### config.mk
export PLATFORM = sky130hd
export DESIGN_NAME = signed_int_to_radix_ascii_padded
export DESIGN_NICKNAME = d
export VERILOG_FILES = /design/src/hw/rtl/sirap_pkg.sv /design/src/hw/rtl/sirap_cell.sv /design/src/hw/rtl/signed_int_to_radix_ascii_padded.sv
export SDC_FILE = /design/constraint.sdc
export NUM_CORES = 1
export LEC_CHECK = 0
export ABC_AREA = 1
export BUFFER_PORTS_ARGS = -buffer_cell sky130_fd_sc_hd__buf_2
export CORE_ASPECT_RATIO = 0.6
export CORE_MARGIN = 1.5
export CORE_UTILIZATION = 50
export DETAILED_ROUTE_END_ITERATION = 7
export PLACE_DENSITY_LB_ADDON = 0.2
export SLEW_MARGIN = 10
export SYNTH_ARGS = -nofsm -noshare
export SYNTH_HDL_FRONTEND = slang
export SYNTH_SLANG_ARGS = --single-unit
### constraint.sdc
create_clock -name clk_i -period 6.2 [get_ports clk_i]
set_clock_uncertainty 0.1 [all_clocks]
set_input_delay 0.93 -clock clk_i [delete_from_list [all_inputs] [get_ports clk_i]]
set_output_delay 0.93 -clock clk_i [all_outputs]
set_load 0.01 [all_outputs]
### src/hw/rtl/sirap_pkg.sv
package sirap_pkg;

  // Default sizes of the block.
  localparam int VALUE_BITS_DEF = 32;
  localparam int MAX_CHARS_DEF  = 64;

  // Register fields.
  localparam int RADIX_W   = 6;
  localparam int PAD_W     = 7;
  localparam int DIGIT_W   = RADIX_W;
  localparam int CFG_IDX_W = 2;
  localparam int CFG_DAT_W = PAD_W;
  localparam int CHAR_W    = 8;

  localparam logic [CFG_IDX_W-1:0] REG_RADIX = 2'd0;
  localparam logic [CFG_IDX_W-1:0] REG_PAD   = 2'd1;

  localparam logic [RADIX_W-1:0] RADIX_MIN   = 6'd2;
  localparam logic [RADIX_W-1:0] RADIX_MAX   = 6'd36;
  localparam logic [RADIX_W-1:0] RADIX_RESET = 6'd10;
  localparam logic [PAD_W-1:0]   PAD_RESET   = 7'd0;

  localparam logic [CHAR_W-1:0] CHAR_SPACE  = 8'h20;
  localparam logic [CHAR_W-1:0] CHAR_MINUS  = 8'h2D;
  localparam logic [CHAR_W-1:0] CHAR_ZERO   = 8'h30;
  localparam logic [CHAR_W-1:0] CHAR_LETTER = 8'h37; // 'A' minus ten

  // Link between neighboring cells: one magnitude bit step and its carry.
  typedef struct packed {
    logic valid;
    logic carry;
  } cell_link_t;

  // Broadcast control to every cell.
  typedef struct packed {
    logic clr;
    logic shift;
  } cell_ctrl_t;

  typedef enum logic [2:0] {
    ST_IDLE,
    ST_CONV,
    ST_SCAN,
    ST_PAD,
    ST_SIGN,
    ST_DIGITS
  } state_e;

  function automatic logic [CHAR_W-1:0] digit_char(input logic [DIGIT_W-1:0] d);
    logic [CHAR_W-1:0] ext;
    ext = {{(CHAR_W-DIGIT_W){1'b0}}, d};
    if (d < 6'd10) begin
      return CHAR_ZERO + ext;
    end else begin
      return CHAR_LETTER + ext;
    end
  endfunction

endpackage

### src/hw/rtl/sirap_cell.sv
// One digit position of the radix converter. During conversion the cell
// doubles its digit and adds the carry from the cell below, reducing by the
// radix when the sum reaches it; the reduction becomes the carry upward.
module sirap_cell import sirap_pkg::*; (
  input  logic               clk_i,
  input  logic               rst_ni,
  input  cell_ctrl_t         ctrl_i,
  input  logic [RADIX_W-1:0] radix_i,
  input  cell_link_t         link_i,
  output cell_link_t         link_o,
  input  logic [DIGIT_W-1:0] digit_i,
  output logic [DIGIT_W-1:0] digit_o
);

  logic [DIGIT_W:0]   sum;
  logic [DIGIT_W:0]   diff;
  logic               ge;
  logic [DIGIT_W-1:0] digit_d, digit_q;
  cell_link_t         link_d, link_q;

  always_comb begin
    sum  = {digit_q, link_i.carry};
    ge   = sum >= {1'b0, radix_i};
    diff = sum - {1'b0, radix_i};
  end

  always_comb begin
    priority if (ctrl_i.clr) begin
      digit_d = '0;
    end else if (ctrl_i.shift) begin
      digit_d = digit_i;
    end else if (link_i.valid) begin
      digit_d = ge ? diff[DIGIT_W-1:0] : sum[DIGIT_W-1:0];
    end else begin
      digit_d = digit_q;
    end
    link_d.valid = link_i.valid & ~ctrl_i.clr;
    link_d.carry = link_i.valid & ge & ~ctrl_i.clr;
  end

  always_ff @(posedge clk_i or negedge rst_ni) begin
    if (!rst_ni) begin
      link_q <= '0;
    end else begin
      link_q <= link_d;
    end
  end

  always_ff @(posedge clk_i) begin
    digit_q <= digit_d;
  end

  assign link_o  = link_q;
  assign digit_o = digit_q;

endmodule

### src/hw/rtl/signed_int_to_radix_ascii_padded.sv
// Converts one signed integer per transfer into ASCII text in the base held
// in the radix register (2 to 36, digits 0-9 then A-Z), one character per
// output transfer, most significant first, with a leading '-' for negative
// values and leading spaces up to pad_width characters; last_char_o marks
// the final character. One value is handled at a time. After the input
// transfer the magnitude streams bit-serially through a row of VALUE_BITS
// digit cells, each cell one register behind its neighbor; a scan then
// shifts leading zero digits out of the top cell at one per cycle (up to
// VALUE_BITS-1 shifts) and then sizes the text, and finally one character
// leaves per cycle while the output is not stalled.
// Configuration writes are always ready and must be made while idle.
module signed_int_to_radix_ascii_padded import sirap_pkg::*; #(
  parameter int VALUE_BITS = VALUE_BITS_DEF,
  parameter int MAX_CHARS  = MAX_CHARS_DEF
) (
  input  logic                  clk_i,
  input  logic                  rst_ni,
  input  logic                  in_valid_i,
  output logic                  in_stall_o,
  input  logic [VALUE_BITS-1:0] value_i,
  output logic                  out_valid_o,
  input  logic                  out_stall_i,
  output logic [CHAR_W-1:0]     ascii_char_o,
  output logic                  last_char_o,
  input  logic                  cfg_valid_i,
  output logic                  cfg_ready_o,
  input  logic [CFG_IDX_W-1:0]  cfg_index_i,
  input  logic [CFG_DAT_W-1:0]  cfg_data_i
);

  // Base 2 of the most negative value needs one digit per value bit.
  localparam int NCELLS = VALUE_BITS;
  localparam int CNT_W  = $clog2(VALUE_BITS + NCELLS);
  localparam int SKIP_W = $clog2(NCELLS);
  localparam int DW     = $clog2(NCELLS + 1);
  localparam int LEN_W  = $clog2(NCELLS + 2);
  localparam int TW     = (PAD_W > LEN_W) ? PAD_W : LEN_W;
  localparam logic [CNT_W-1:0]  CONV_LAST = CNT_W'(VALUE_BITS + NCELLS - 2);
  localparam logic [SKIP_W-1:0] SKIP_LAST = SKIP_W'(NCELLS - 1);

  // Configuration registers.
  logic [RADIX_W-1:0] radix_d, radix_q;
  logic [PAD_W-1:0]   pad_width_d, pad_width_q;
  logic [RADIX_W-1:0] cfg_radix;
  logic [PAD_W-1:0]   cfg_pad;

  assign cfg_ready_o = 1'b1;

  always_comb begin
    cfg_radix = cfg_data_i[RADIX_W-1:0];
    cfg_pad   = cfg_data_i[PAD_W-1:0];
    radix_d     = radix_q;
    pad_width_d = pad_width_q;
    if (cfg_valid_i) begin
      if (cfg_index_i == REG_RADIX) begin
        priority if (cfg_radix < RADIX_MIN) begin
          radix_d = RADIX_MIN;
        end else if (cfg_radix > RADIX_MAX) begin
          radix_d = RADIX_MAX;
        end else begin
          radix_d = cfg_radix;
        end
      end else if (cfg_index_i == REG_PAD) begin
        // Writes above the character limit saturate to it.
        if (int'(cfg_pad) > MAX_CHARS) begin
          pad_width_d = PAD_W'(MAX_CHARS);
        end else begin
          pad_width_d = cfg_pad;
        end
      end
    end
  end

  always_ff @(posedge clk_i or negedge rst_ni) begin
    if (!rst_ni) begin
      radix_q     <= RADIX_RESET;
      pad_width_q <= PAD_RESET;
    end else begin
      radix_q     <= radix_d;
      pad_width_q <= pad_width_d;
    end
  end

  // Sequencer and datapath registers.
  state_e                state_d, state_q;
  logic                  neg_d, neg_q;
  logic [VALUE_BITS-1:0] mag_d, mag_q;
  logic [CNT_W-1:0]      cnt_d, cnt_q;
  logic [SKIP_W-1:0]     skip_d, skip_q;
  logic [DW-1:0]         dig_rem_d, dig_rem_q;
  logic [PAD_W-1:0]      pad_rem_d, pad_rem_q;
  logic                  out_valid_d, out_valid_q;
  logic [CHAR_W-1:0]     char_d, char_q;
  logic                  last_d, last_q;

  logic                  in_accept;
  logic                  out_load;
  logic                  scan_skip;
  logic [DW-1:0]         dig_len;
  logic [TW-1:0]         text_len;
  logic [TW-1:0]         pad_ext;
  logic [PAD_W-1:0]      pad_len;

  // Cell row: index 0 is the feed from the magnitude shifter and the zero
  // fill for upward shifts; index NCELLS is the most significant digit.
  cell_ctrl_t            cell_ctrl;
  cell_link_t            link_w [NCELLS+1];
  logic [DIGIT_W-1:0]    dig_w  [NCELLS+1];
  logic [DIGIT_W-1:0]    top_digit;

  assign dig_w[0]  = '0;
  assign top_digit = dig_w[NCELLS];

  // The magnitude enters the row most significant bit first.
  assign link_w[0].valid = (state_q == ST_CONV) && (cnt_q < CNT_W'(VALUE_BITS));
  assign link_w[0].carry = mag_q[VALUE_BITS-1];

  for (genvar i = 0; i < NCELLS; i++) begin : g_cell
    sirap_cell u_cell (
      .clk_i   (clk_i),
      .rst_ni  (rst_ni),
      .ctrl_i  (cell_ctrl),
      .radix_i (radix_q),
      .link_i  (link_w[i]),
      .link_o  (link_w[i+1]),
      .digit_i (dig_w[i]),
      .digit_o (dig_w[i+1])
    );
  end

  assign in_stall_o = (state_q != ST_IDLE);
  assign in_accept  = in_valid_i && (state_q == ST_IDLE);
  assign out_load   = !out_valid_q || !out_stall_i;

  // Leading zeros are dropped from the top, keeping at least one digit.
  always_comb begin
    scan_skip = (top_digit == '0) && (skip_q != SKIP_LAST);
    dig_len   = DW'(NCELLS) - DW'(skip_q);
    text_len  = TW'(dig_len) + TW'(neg_q);
    pad_ext   = TW'(pad_width_q);
    pad_len   = (pad_ext > text_len) ? PAD_W'(pad_ext - text_len) : '0;
  end

  // Next state.
  always_comb begin
    state_d = state_q;
    unique case (state_q)
      ST_IDLE: begin
        if (in_valid_i) state_d = ST_CONV;
      end
      ST_CONV: begin
        if (cnt_q == CONV_LAST) state_d = ST_SCAN;
      end
      ST_SCAN: begin
        if (!scan_skip) begin
          if (pad_len != '0) begin
            state_d = ST_PAD;
          end else begin
            state_d = neg_q ? ST_SIGN : ST_DIGITS;
          end
        end
      end
      ST_PAD: begin
        if (out_load && (pad_rem_q == PAD_W'(1))) state_d = neg_q ? ST_SIGN : ST_DIGITS;
      end
      ST_SIGN: begin
        if (out_load) state_d = ST_DIGITS;
      end
      ST_DIGITS: begin
        if (out_load && (dig_rem_q == DW'(1))) state_d = ST_IDLE;
      end
      default: state_d = ST_IDLE;
    endcase
  end

  // Datapath and outputs.
  always_comb begin
    neg_d       = neg_q;
    mag_d       = mag_q;
    cnt_d       = cnt_q;
    skip_d      = skip_q;
    dig_rem_d   = dig_rem_q;
    pad_rem_d   = pad_rem_q;
    out_valid_d = out_valid_q;
    char_d      = char_q;
    last_d      = last_q;
    cell_ctrl   = '0;

    if (out_load) begin
      out_valid_d = 1'b0;
    end

    unique case (state_q)
      ST_IDLE: begin
        if (in_accept) begin
          neg_d         = value_i[VALUE_BITS-1];
          // Negating the most negative value leaves 2^(VALUE_BITS-1) unsigned.
          mag_d         = value_i[VALUE_BITS-1] ? (~value_i + 1'b1) : value_i;
          cnt_d         = '0;
          skip_d        = '0;
          cell_ctrl.clr = 1'b1;
        end
      end
      ST_CONV: begin
        mag_d = mag_q << 1;
        cnt_d = cnt_q + 1'b1;
      end
      ST_SCAN: begin
        if (scan_skip) begin
          cell_ctrl.shift = 1'b1;
          skip_d          = skip_q + 1'b1;
        end else begin
          dig_rem_d = dig_len;
          pad_rem_d = pad_len;
        end
      end
      ST_PAD: begin
        if (out_load) begin
          out_valid_d = 1'b1;
          char_d      = CHAR_SPACE;
          last_d      = 1'b0;
          pad_rem_d   = pad_rem_q - 1'b1;
        end
      end
      ST_SIGN: begin
        if (out_load) begin
          out_valid_d = 1'b1;
          char_d      = CHAR_MINUS;
          last_d      = 1'b0;
        end
      end
      ST_DIGITS: begin
        if (out_load) begin
          out_valid_d     = 1'b1;
          char_d          = digit_char(top_digit);
          last_d          = (dig_rem_q == DW'(1));
          dig_rem_d       = dig_rem_q - 1'b1;
          cell_ctrl.shift = 1'b1;
        end
      end
      default: begin
      end
    endcase
  end

  always_ff @(posedge clk_i or negedge rst_ni) begin
    if (!rst_ni) begin
      state_q     <= ST_IDLE;
      out_valid_q <= 1'b0;
      cnt_q       <= '0;
      skip_q      <= '0;
      dig_rem_q   <= '0;
      pad_rem_q   <= '0;
    end else begin
      state_q     <= state_d;
      out_valid_q <= out_valid_d;
      cnt_q       <= cnt_d;
      skip_q      <= skip_d;
      dig_rem_q   <= dig_rem_d;
      pad_rem_q   <= pad_rem_d;
    end
  end

  always_ff @(posedge clk_i) begin
    neg_q  <= neg_d;
    mag_q  <= mag_d;
    char_q <= char_d;
    last_q <= last_d;
  end

  assign out_valid_o  = out_valid_q;
  assign ascii_char_o = char_q;
  assign last_char_o  = last_q;

endmodule

==> impl_metrics.toml, run 1 <==
[detailed_routing]
post-route-drc-count = 0
detail_route.iter0.violations = 2100
route.antenna.remaining_nets = 0
drt_first_pass_iters = 5
routed_wl_mm = 66.2
wl_per_cell_um = 15.1
routed_via_density = 5.39
vias = 23700

[floorplan]
ios = 58
die-height_um = 179
die_x_um = 296
die_area_mm2 = 0.0529
rows = 64
core_mm2 = 0.0508
start_util_pct = 50.6

[logic_synthesis]
netlist.top_cell.by_area = "dfxtp_1"
ys_seq_area_share_pct = 29.8
synth_flop_cell = "dfxtp_1"
synth-edff-count = 41
synth_area_mm2 = 0.0257
synthCells = 3628
yosys-top-cells-area = "dfxtp_1 15%, nand2_1 12%, ha_1 10%"
synth_common_cells = "799 x nand2_1, 553 x inv_1, 327 x a21oi_1"
synth_cell_types = 55
ys_ff_latch = 336
synth_top_area_share_pct = 14.9
syn_area_per_cell_um2 = 7.09
yosysMostFrequentCell = "nand2_1"
ys_warn_count = 0
synth-async-reset-ratio_pct = 30.7

[setup_path]
crit_arrival_ns = 4.17
crit_family = "flip-flops"
required_ns = 6.50
slowest_delay_ns = 1.09
cp_slowest_cell = "dfstp_4"
cp-start-kind = "flip-flop"
cp_max_fo = 33
crit_top_cell = "nand2_1"
criticalPathCategory = "flip-flop to flip-flop"
critical_path_buf_inv_count = 1
crit_path_end_kind = "flip-flop"
crit_path_cell_trace = "inv_2 -> ha_1 -> nand2_1 -> o21ai_0 -> nand4_1 -> nand3_1 -> nand2_1 -> o211ai_1 -> a21oi_1"

[layout]
area_growth_pct = 8.61
n_antenna_cell = 0
nNetsFinal = 3958
layout-drive-gt1-share_pct = 5.01

[sta]
relSlewSlack_pct = 25.3
finalCritPeriodShare_pct = 62.4
finalSetupTns_ns = 0
fin_crit_ns = 3.87
rsz0062_at_grt = "false"
drv_slew = 0
hold_viol = 0
setup_viol = 0
fmax_mhz = 258
worst_slew_pin_slew_ns = 1.12

[place]
gp_congestion = 0.869
hpwl_mm = 45.7
io_buffers = 55

[clocking]
clkTransAtPathRegs_ns = 0.06
numCtsBuffers = 38
insertion_delay_ns = 0.54
cts.sinks = 336
post-cts-setup-buffer-count = 0
root_buffer = "clkbuf_16"
clockBufferDepth = 3
cts_tree = "yes"
ctsResizeCount = 0
postCtsHoldBufs = 0
htree_levels = 2

[power]
power.total_mw = 15.3
peakVddDrop_mv = 0.229
p_sw_share_pct = 49.8
pwr-share-clk_pct = 16.0
pwr-share-comb_pct = 59.2
p_int_mw = 7.69
p_per_area_mw_per_mm2 = 548
seqPwrFrac_pct = 24.8
p_leak_nw = 12.8
p_sw_mw = 7.62

[global_routing]
grt_pass1_vias = 20400
antenna_found_initial = 0
grt_max_degree = 87
overflow = 0
grt_usage_pct = 25.1
grt_pass1_wl_mm = 109

[flow_run]
drv_cap = 0

[worst_hold_path]
hp-class = "input port to async pin"

[run_status]
status = "complete, no violations"
worst paths after layout:
kind / slack, ns / start / cells past startpoint / to
min reg2reg: 0.40 / pad_ext[2] / 2 / pad_ext[2]
min in group clk_i: 0.40 / pad_ext[2] / 2 / pad_ext[2]
min: 0.22 / rst_ni / 1 / state_q[0]
max in group asynchronous: 4.54 / rst_ni / 2 / radix_q[0]
max: 2.33 / radix_q[1] / 9 / g_cell[15].u_cell.digit_o[0]
max reg2reg: 2.33 / radix_q[1] / 9 / g_cell[15].u_cell.digit_o[0]
power by group through the flow:
| stage | logic (mW) | registers (mW) | clock network [mW] |
|---|---|---|---|
| floorplan | 7.16 | 3.58 | 0 |
| global placement | 8.83 | 3.82 | 0 |
| detailed placement | 8.87 | 3.82 | 0 |
| CTS | 8.94 | 3.78 | 2.49 |
| global route | 10.4 | 3.91 | 2.59 |
| finish | 9.06 | 3.80 | 2.45 |
cells by family after synthesis:
group,synth area share [%]
fa+ha+maj,13.0
flops,29.8
compound gates,19.3
buf+inv,9.73
simple gates,23.8
other cells,0.0292
xor+xnor,4.43
per-stage QoR:
| step | hold WS, ns | utilization (%) | worst slack, ns | instances | cell area [um^2] |
|---|---|---|---|---|---|
| after global routing | 0.242 | 55.0 | 1.99 | 4388 | 27900 |
| final | 0.217 | 55.0 | 2.33 | 4388 | 27900 |
| after CTS | 0.223 | 55.0 | 2.37 | 4388 | 27900 |
| after detailed placement | 0.388 | 52.3 | 2.36 | 4318 | 26600 |
| after floorplan | 0.356 | - | 2.68 | 3629 | 25700 |
| after global placement | 0.382 | 52.3 | 2.44 | 4318 | 26600 |
flip-flops by register name (all words and copies together) (netlist names), named ones only:
register	count
mag_q	32
g_cell.u_cell.link_o	62
g_cell.u_cell.digit_o	192
last_char_o	1
pad_ext	7
dig_rem_q	6
cnt_q	6
pad_rem_q	7
radix_q	6
skip_q	5
ascii_char_o	7
neg_q	1
state_q	3
layer usage:
metal,GRT usage [%],vias to the layer above,share of wire [%]
met1,42.6,10700,55
met4,3.03,0,0.76
li1,-,12300,-
met5,0,-,0
met3,3.78,42,6.9
met2,32.6,661,37
layout make-up:
| type | count | area, um^2 |
|---|---|---|
| flip-flops and latches | 336 | 7660 |
| clock inverters | 10 | 149 |
| multi-input cells | 2657 | 15600 |
| clock buffers | 60 | 1180 |
| repair buffers | 68 | 379 |
| inverters | 564 | 2120 |
| well taps | 693 | 867 |
| fillers | 4891 | 22900 |
layout by cell type, fill, tap and decap left out, drive strengths merged, types with 3 or more instances in the layout:
cell	instances
xor2	93
clkbuf	60
inv	562
bufinv	4
nand4	106
nor3	22
nand3b	13
a211o	5
fa	33
ha	214
nand3	155
o21ai	228
or2	3
dfxtp	192
nand2	802
a31oi	38
a21oi	327
nor2	311
xnor2	37
nor4	3
o31ai	4
conb	3
o211ai	103
clkinv	8
edfxtp	41
o21bai	4
o31a	3
o22ai	9
o21a	4
buf	68
a22o	75
a21o	24
a211oi	5
or3	21
dfrtp	101
Note: power is estimated with default switching activity, not from simulation.
==> inputs of run 2 (changes only) <==
clock period = 3.3 ns   (was 6.2 ns; I/O delays follow)
==> run 2 against run 1 <==
  * Power grew 93%
  * Core utilization rose by 0.92 points
  * Die area is the same
  * Sequential power grew 87%
  * Global-route usage grew 0.064 points
  * Largest cell class unchanged
==> impl_metrics.toml, run 2 (synthesis gave the netlist of run 1 again) <==
[run_status]
status = "complete, no violations"

[global_routing]
grt_max_degree = 76
grt_pass1_wl_mm = 109
antenna_found_initial = 0
overflow = 0
grt_pass1_vias = 20400
grt_usage_pct = 25.1

[sta]
timing.hold.ws_ns = 0.142
hold_viol = 0
setup_viol = 0
rsz0062_at_grt = "false"
finalCritPeriodShare_pct = 91.0
relSlewSlack_pct = 27.9
drv_slew = 0
fin_crit_ns = 3.00
fmax_mhz = 333
finalSetupTns_ns = 0
worst_slew_pin_slew_ns = 1.08

[setup_path]
cp_slowest_cell = "dfrtp_1"
crit_path_end_kind = "flip-flop"
required_ns = 3.64
slowest_delay_ns = 0.42
crit_top_cell = "nand2_1"
cp-start-kind = "flip-flop"
reg2reg_depth = 16
crit_arrival_ns = 3.34
criticalPathCategory = "flip-flop to flip-flop"
cp_max_fo = 7
crit_path_cell_trace = "inv_1 -> ha_2 -> ha_1 -> xor2_1 -> ha_2 -> nand2_1 -> nor2_1 -> nand4_1 -> nand3b_1 -> nand2_1 -> nor2_1 -> nand3_1 -> nand2_1 -> nand2_1 -> nand2_1 -> nand2_1"

[floorplan]
die_x_um = 296
rows = 64
core_mm2 = 0.0508
die-height_um = 179
die_area_mm2 = 0.0529
ios = 58
start_util_pct = 50.6

[detailed_routing]
wl_per_cell_um = 15.3
drt_first_pass_iters = 7
vias = 24000
routed_wl_mm = 67.5
post-route-drc-count = 0
route.antenna.remaining_nets = 0
routed_via_density = 5.44
detail_route.iter0.violations = 2357

[layout]
area_growth_pct = 10.4
fin_cells = 4410
n_antenna_cell = 0
layout-drive-gt1-share_pct = 5.97
nNetsFinal = 3980
fillers = 4840
final_cell_mix = "797 x nand2_1, 548 x inv_1, 327 x a21oi_1"
largest_reg_flops = 192
layout_commonest_cell = "nand2_1"

[clocking]
cts_tree = "yes"
root_buffer = "clkbuf_16"
cts.sinks = 336
clkTransAtPathRegs_ns = 0.06
numCtsBuffers = 38
htree_levels = 2
insertion_delay_ns = 0.55
clockBufferDepth = 3

[power]
p_sw_mw = 14.5
pwr-share-clk_pct = 17.0
pwr-share-comb_pct = 59.0
p_sw_share_pct = 49.2
p_int_mw = 15.0
seqPwrFrac_pct = 24.0
peakVddDrop_mv = 0.488
p_per_area_mw_per_mm2 = 1040
p_leak_nw = 13.0

[place]
io_buffers = 55
placedCellCount = 4337
hpwl_mm = 47.7
gp_congestion = 0.885

[worst_hold_path]
hp-class = "input port to flip-flop"
hold_depth = 3

[flow_run]
drv_cap = 0
==> run 2: changes by cell type in the layout (fill, tap and decap cells not counted), sizes merged, moves of 4 or more <==
cell / change
buf: +21
bufinv: +5
clkbuf: -11
clkinvlp: +4
==> run 2: power groups by stage <==
stage / combinational, mW / clock [mW] / sequential, mW
after floorplan: 13.5 / 0 / 6.74
after CTS: 17.1 / 5.11 / 7.07
after detailed placement: 17.0 / 0 / 7.14
after global routing: 19.9 / 5.28 / 7.30
after global placement: 17.0 / 0 / 7.15
final: 17.4 / 5.03 / 7.11
==> run 2: critical path, delay by kind of cell, from the launching register on <==
kind	cells	cell delay, ns
xor+xnor	1	0.17
buf+inv	1	0.14
simple gates	11	1.10
flops	1	0.42
fa+ha+maj	3	0.97
==> run 2: timing repair <==
item / in CTS / in global routing
hold buffers: 1 / 0
setup endpoints to repair: 0 / 4
setup buffers: 0 / 2
endpoints found under the hold margin: 44 / 0
gates resized for setup: 0 / 8
==> run 2: area by class of cell <==
class | instances | area [um^2] | area share, %
flip-flops and latches | 336 | 7660 | 27.0
clock inverters | 21 | 345 | 1.22
clock buffers | 49 | 1130 | 3.97
inverters | 564 | 2130 | 7.49
well taps | 693 | 867 | 3.05
multi-input cells | 2657 | 15600 | 54.9
repair buffers | 90 | 681 | 2.40
==> run 2: path summary, 6_finish.rpt <==
path / to / from / slack (ns)
max reg2reg: state_q[1] / skip_q[0] / 0.30
max in group asynchronous: g_cell[8].u_cell.link_o[0] / rst_ni / 1.86
min in group asynchronous: async pin / rst_ni / 0.43
max: state_q[1] / skip_q[0] / 0.30
min: flip-flop / out_stall_i / 0.14
min reg2reg: g_cell[0].u_cell.digit_o[5] / g_cell[0].u_cell.digit_o[5] / 0.40
==> run 2: layer usage <==
metal  global-route usage, %  vias up  wire length, um
li1                        -    12300                -
met1                    43.2    10800            37200
met2                    31.8      784            24300
met3                    3.48       65             5120
met4                    4.02        0              828
met5                       0        -                0
==> run 2: stage by stage <==
stage               setup WS, ns  cell area, um^2  util, %  total power [mW]
floorplan                  0.163            25700        -              20.2
global placement           0.344            26900     52.9              24.1
detailed placement         0.303            26900     52.9              24.2
CTS                        0.292            28400     55.8              29.3
global route             0.00906            28400     55.9              32.4
finish                     0.299            28400     55.9              29.6
==> inputs of run 3 (changes only) <==
SETUP_SLACK_MARGIN = 0.4   (was default)
==> run 3 against run 2 <==
  * Critical endpoint is now state_q[0]
  * Register-to-register slack gained 0.16 ns
  * Wire length rose by 0.69%
  * Critical path type unchanged
  * Combinational power increased by 2%
==> impl_metrics.toml, run 3 (synthesis gave the netlist of run 1 again) <==
[sta]
drv_slew = 0
worst_slew_pin_slew_ns = 0.838
rsz0062_at_grt = "true"
finalCritPeriodShare_pct = 86.0
fin_crit_ns = 2.84
timing.hold.ws_ns = 0.135
finalSetupTns_ns = 0
fmax_mhz = 352
setup_viol = 0
relSlewSlack_pct = 44.1
hold_viol = 0
setup_slack_ns = 0.461

[layout]
fillers = 4854
register_area_mm2 = 0.00766
layout_commonest_cell = "nand2_1"
final_cell_mix = "794 x nand2_1, 546 x inv_1, 326 x a21oi_1"
layout-drive-gt1-share_pct = 6.90
n_antenna_cell = 0
area_growth_pct = 10.7
multiInputGateArea_mm2 = 0.0158
nNetsFinal = 3989
final_core_util_pct = 56.0
largest_reg_flops = 192

[detailed_routing]
routed_wl_mm = 67.9
post-route-drc-count = 0
routed_via_density = 5.41
route.antenna.remaining_nets = 0
drt_first_pass_iters = 6
detail_route.iter0.violations = 2132
wl_per_cell_um = 15.4
vias = 23900

[setup_path]
criticalPathCategory = "flip-flop to flip-flop"
timing.rr.start = "skip_q[0]"
required_ns = 3.62
cp_max_fo = 4
crit_start = "skip_q[0]"
crit_path_end_kind = "flip-flop"
crit_arrival_ns = 3.16
cp-start-kind = "flip-flop"

[floorplan]
ios = 58
rows = 64
core_mm2 = 0.0508
die_area_mm2 = 0.0529
start_util_pct = 50.6
die_x_um = 296
die-height_um = 179

[global_routing]
grt_use_met1_pct = 43.4
grt_pass1_wl_mm = 110
antenna_found_initial = 0
grt_usage_pct = 25.4
busiest_layer = "met1"
overflow = 0
met2_usage_pct = 32.5
grt_util_met3_pct = 3.63
grt_pass1_vias = 20700
grt_max_degree = 126

[clocking]
root_buffer = "clkbuf_16"
cts_tree = "yes"
cts.sinks = 336
clockBufferDepth = 3
numCtsBuffers = 37
clkTransAtPathRegs_ns = 0.06
htree_levels = 2
insertion_delay_ns = 0.55

[power]
p_leak_nw = 13.1
peakVddDrop_mv = 0.624
p_per_area_mw_per_mm2 = 1030

[place]
pre_cts_slack_ns = 0.262
gp_congestion = 0.874
io_buffers = 55
hpwl_mm = 48.0

[worst_hold_path]
min-delay-start = "cfg_data_i[4]"
hp-class = "input port to flip-flop"

[run_status]
status = "complete, no violations"

[flow_run]
drv_cap = 0
## run 3: critical path, stage by stage (launching register included)
cell      delay (ns)
dfrtp_1         0.41
buf_4           0.15
nor3_4          0.18
xor2_2          0.20
nand3b_1        0.11
xor2_1          0.15
ha_1            0.36
nand2_1         0.08
nor2_1          0.10
nand4_1         0.18
nand3b_1        0.18
nand2_1         0.08
nor2_2          0.13
nand3_1         0.07
nand2_1         0.08
nand2_1         0.05
nand2_1         0.05
nand2_1         0.05
## run 3: final timing paths
| path | to | slack (ns) | depth (start not counted) |
|---|---|---|---|
| worst max-delay path | state_q[0] | 0.46 | 17 |
| worst min-delay path | pad_ext[4] | 0.14 | 3 |
| worst max register to register | state_q[0] | 0.46 | 17 |
| worst min register to register | g_cell[0].u_cell.digit_o[5] | 0.41 | 2 |
| max in group asynchronous | radix_q[1] | 1.87 | 3 |
| min in group asynchronous | async pin | 0.42 | 2 |
## run 3: where the power goes
part / switching, mW / internal, mW
logic: 11.4 / 6.37
registers: 1.37 / 5.73
clock network: 1.88 / 2.69
## run 3: per-stage QoR
stage	power, mW	instances	cell area (um^2)
CTS	28.9	4405	28200
floorplan	20.2	3629	25700
global route	32.3	4417	28500
finish	29.5	4417	28500
global placement	24.1	4335	26900
detailed placement	24.1	4335	26900
## run 3: routing by layer
| layer | share of wire, % | vias up | routed length (um) |
|---|---|---|---|
| met2 | 36 | 671 | 24700 |
| met3 | 6.6 | 62 | 4490 |
| li1 | - | 12300 | - |
| met1 | 56 | 10800 | 37900 |
| met4 | 1.1 | 0 | 775 |
| met5 | 0 | - | 0 |
## run 3: area by class of cell
class / count / area share (%)
timing repair buffer: 100 / 2.58
multi-input combinational: 2657 / 55.3
inverter: 564 / 7.49
clock buffer: 49 / 3.88
sequential: 336 / 26.9
tap: 693 / 3.04
clock inverter: 18 / 0.769
## run 3: timing repair
action,CTS,global route
setup buffers,2,12
gates resized for setup,5,43
endpoints found under the hold margin,43,0
setup endpoints to repair,115,138
hold buffers,1,0
pin swaps,1,14
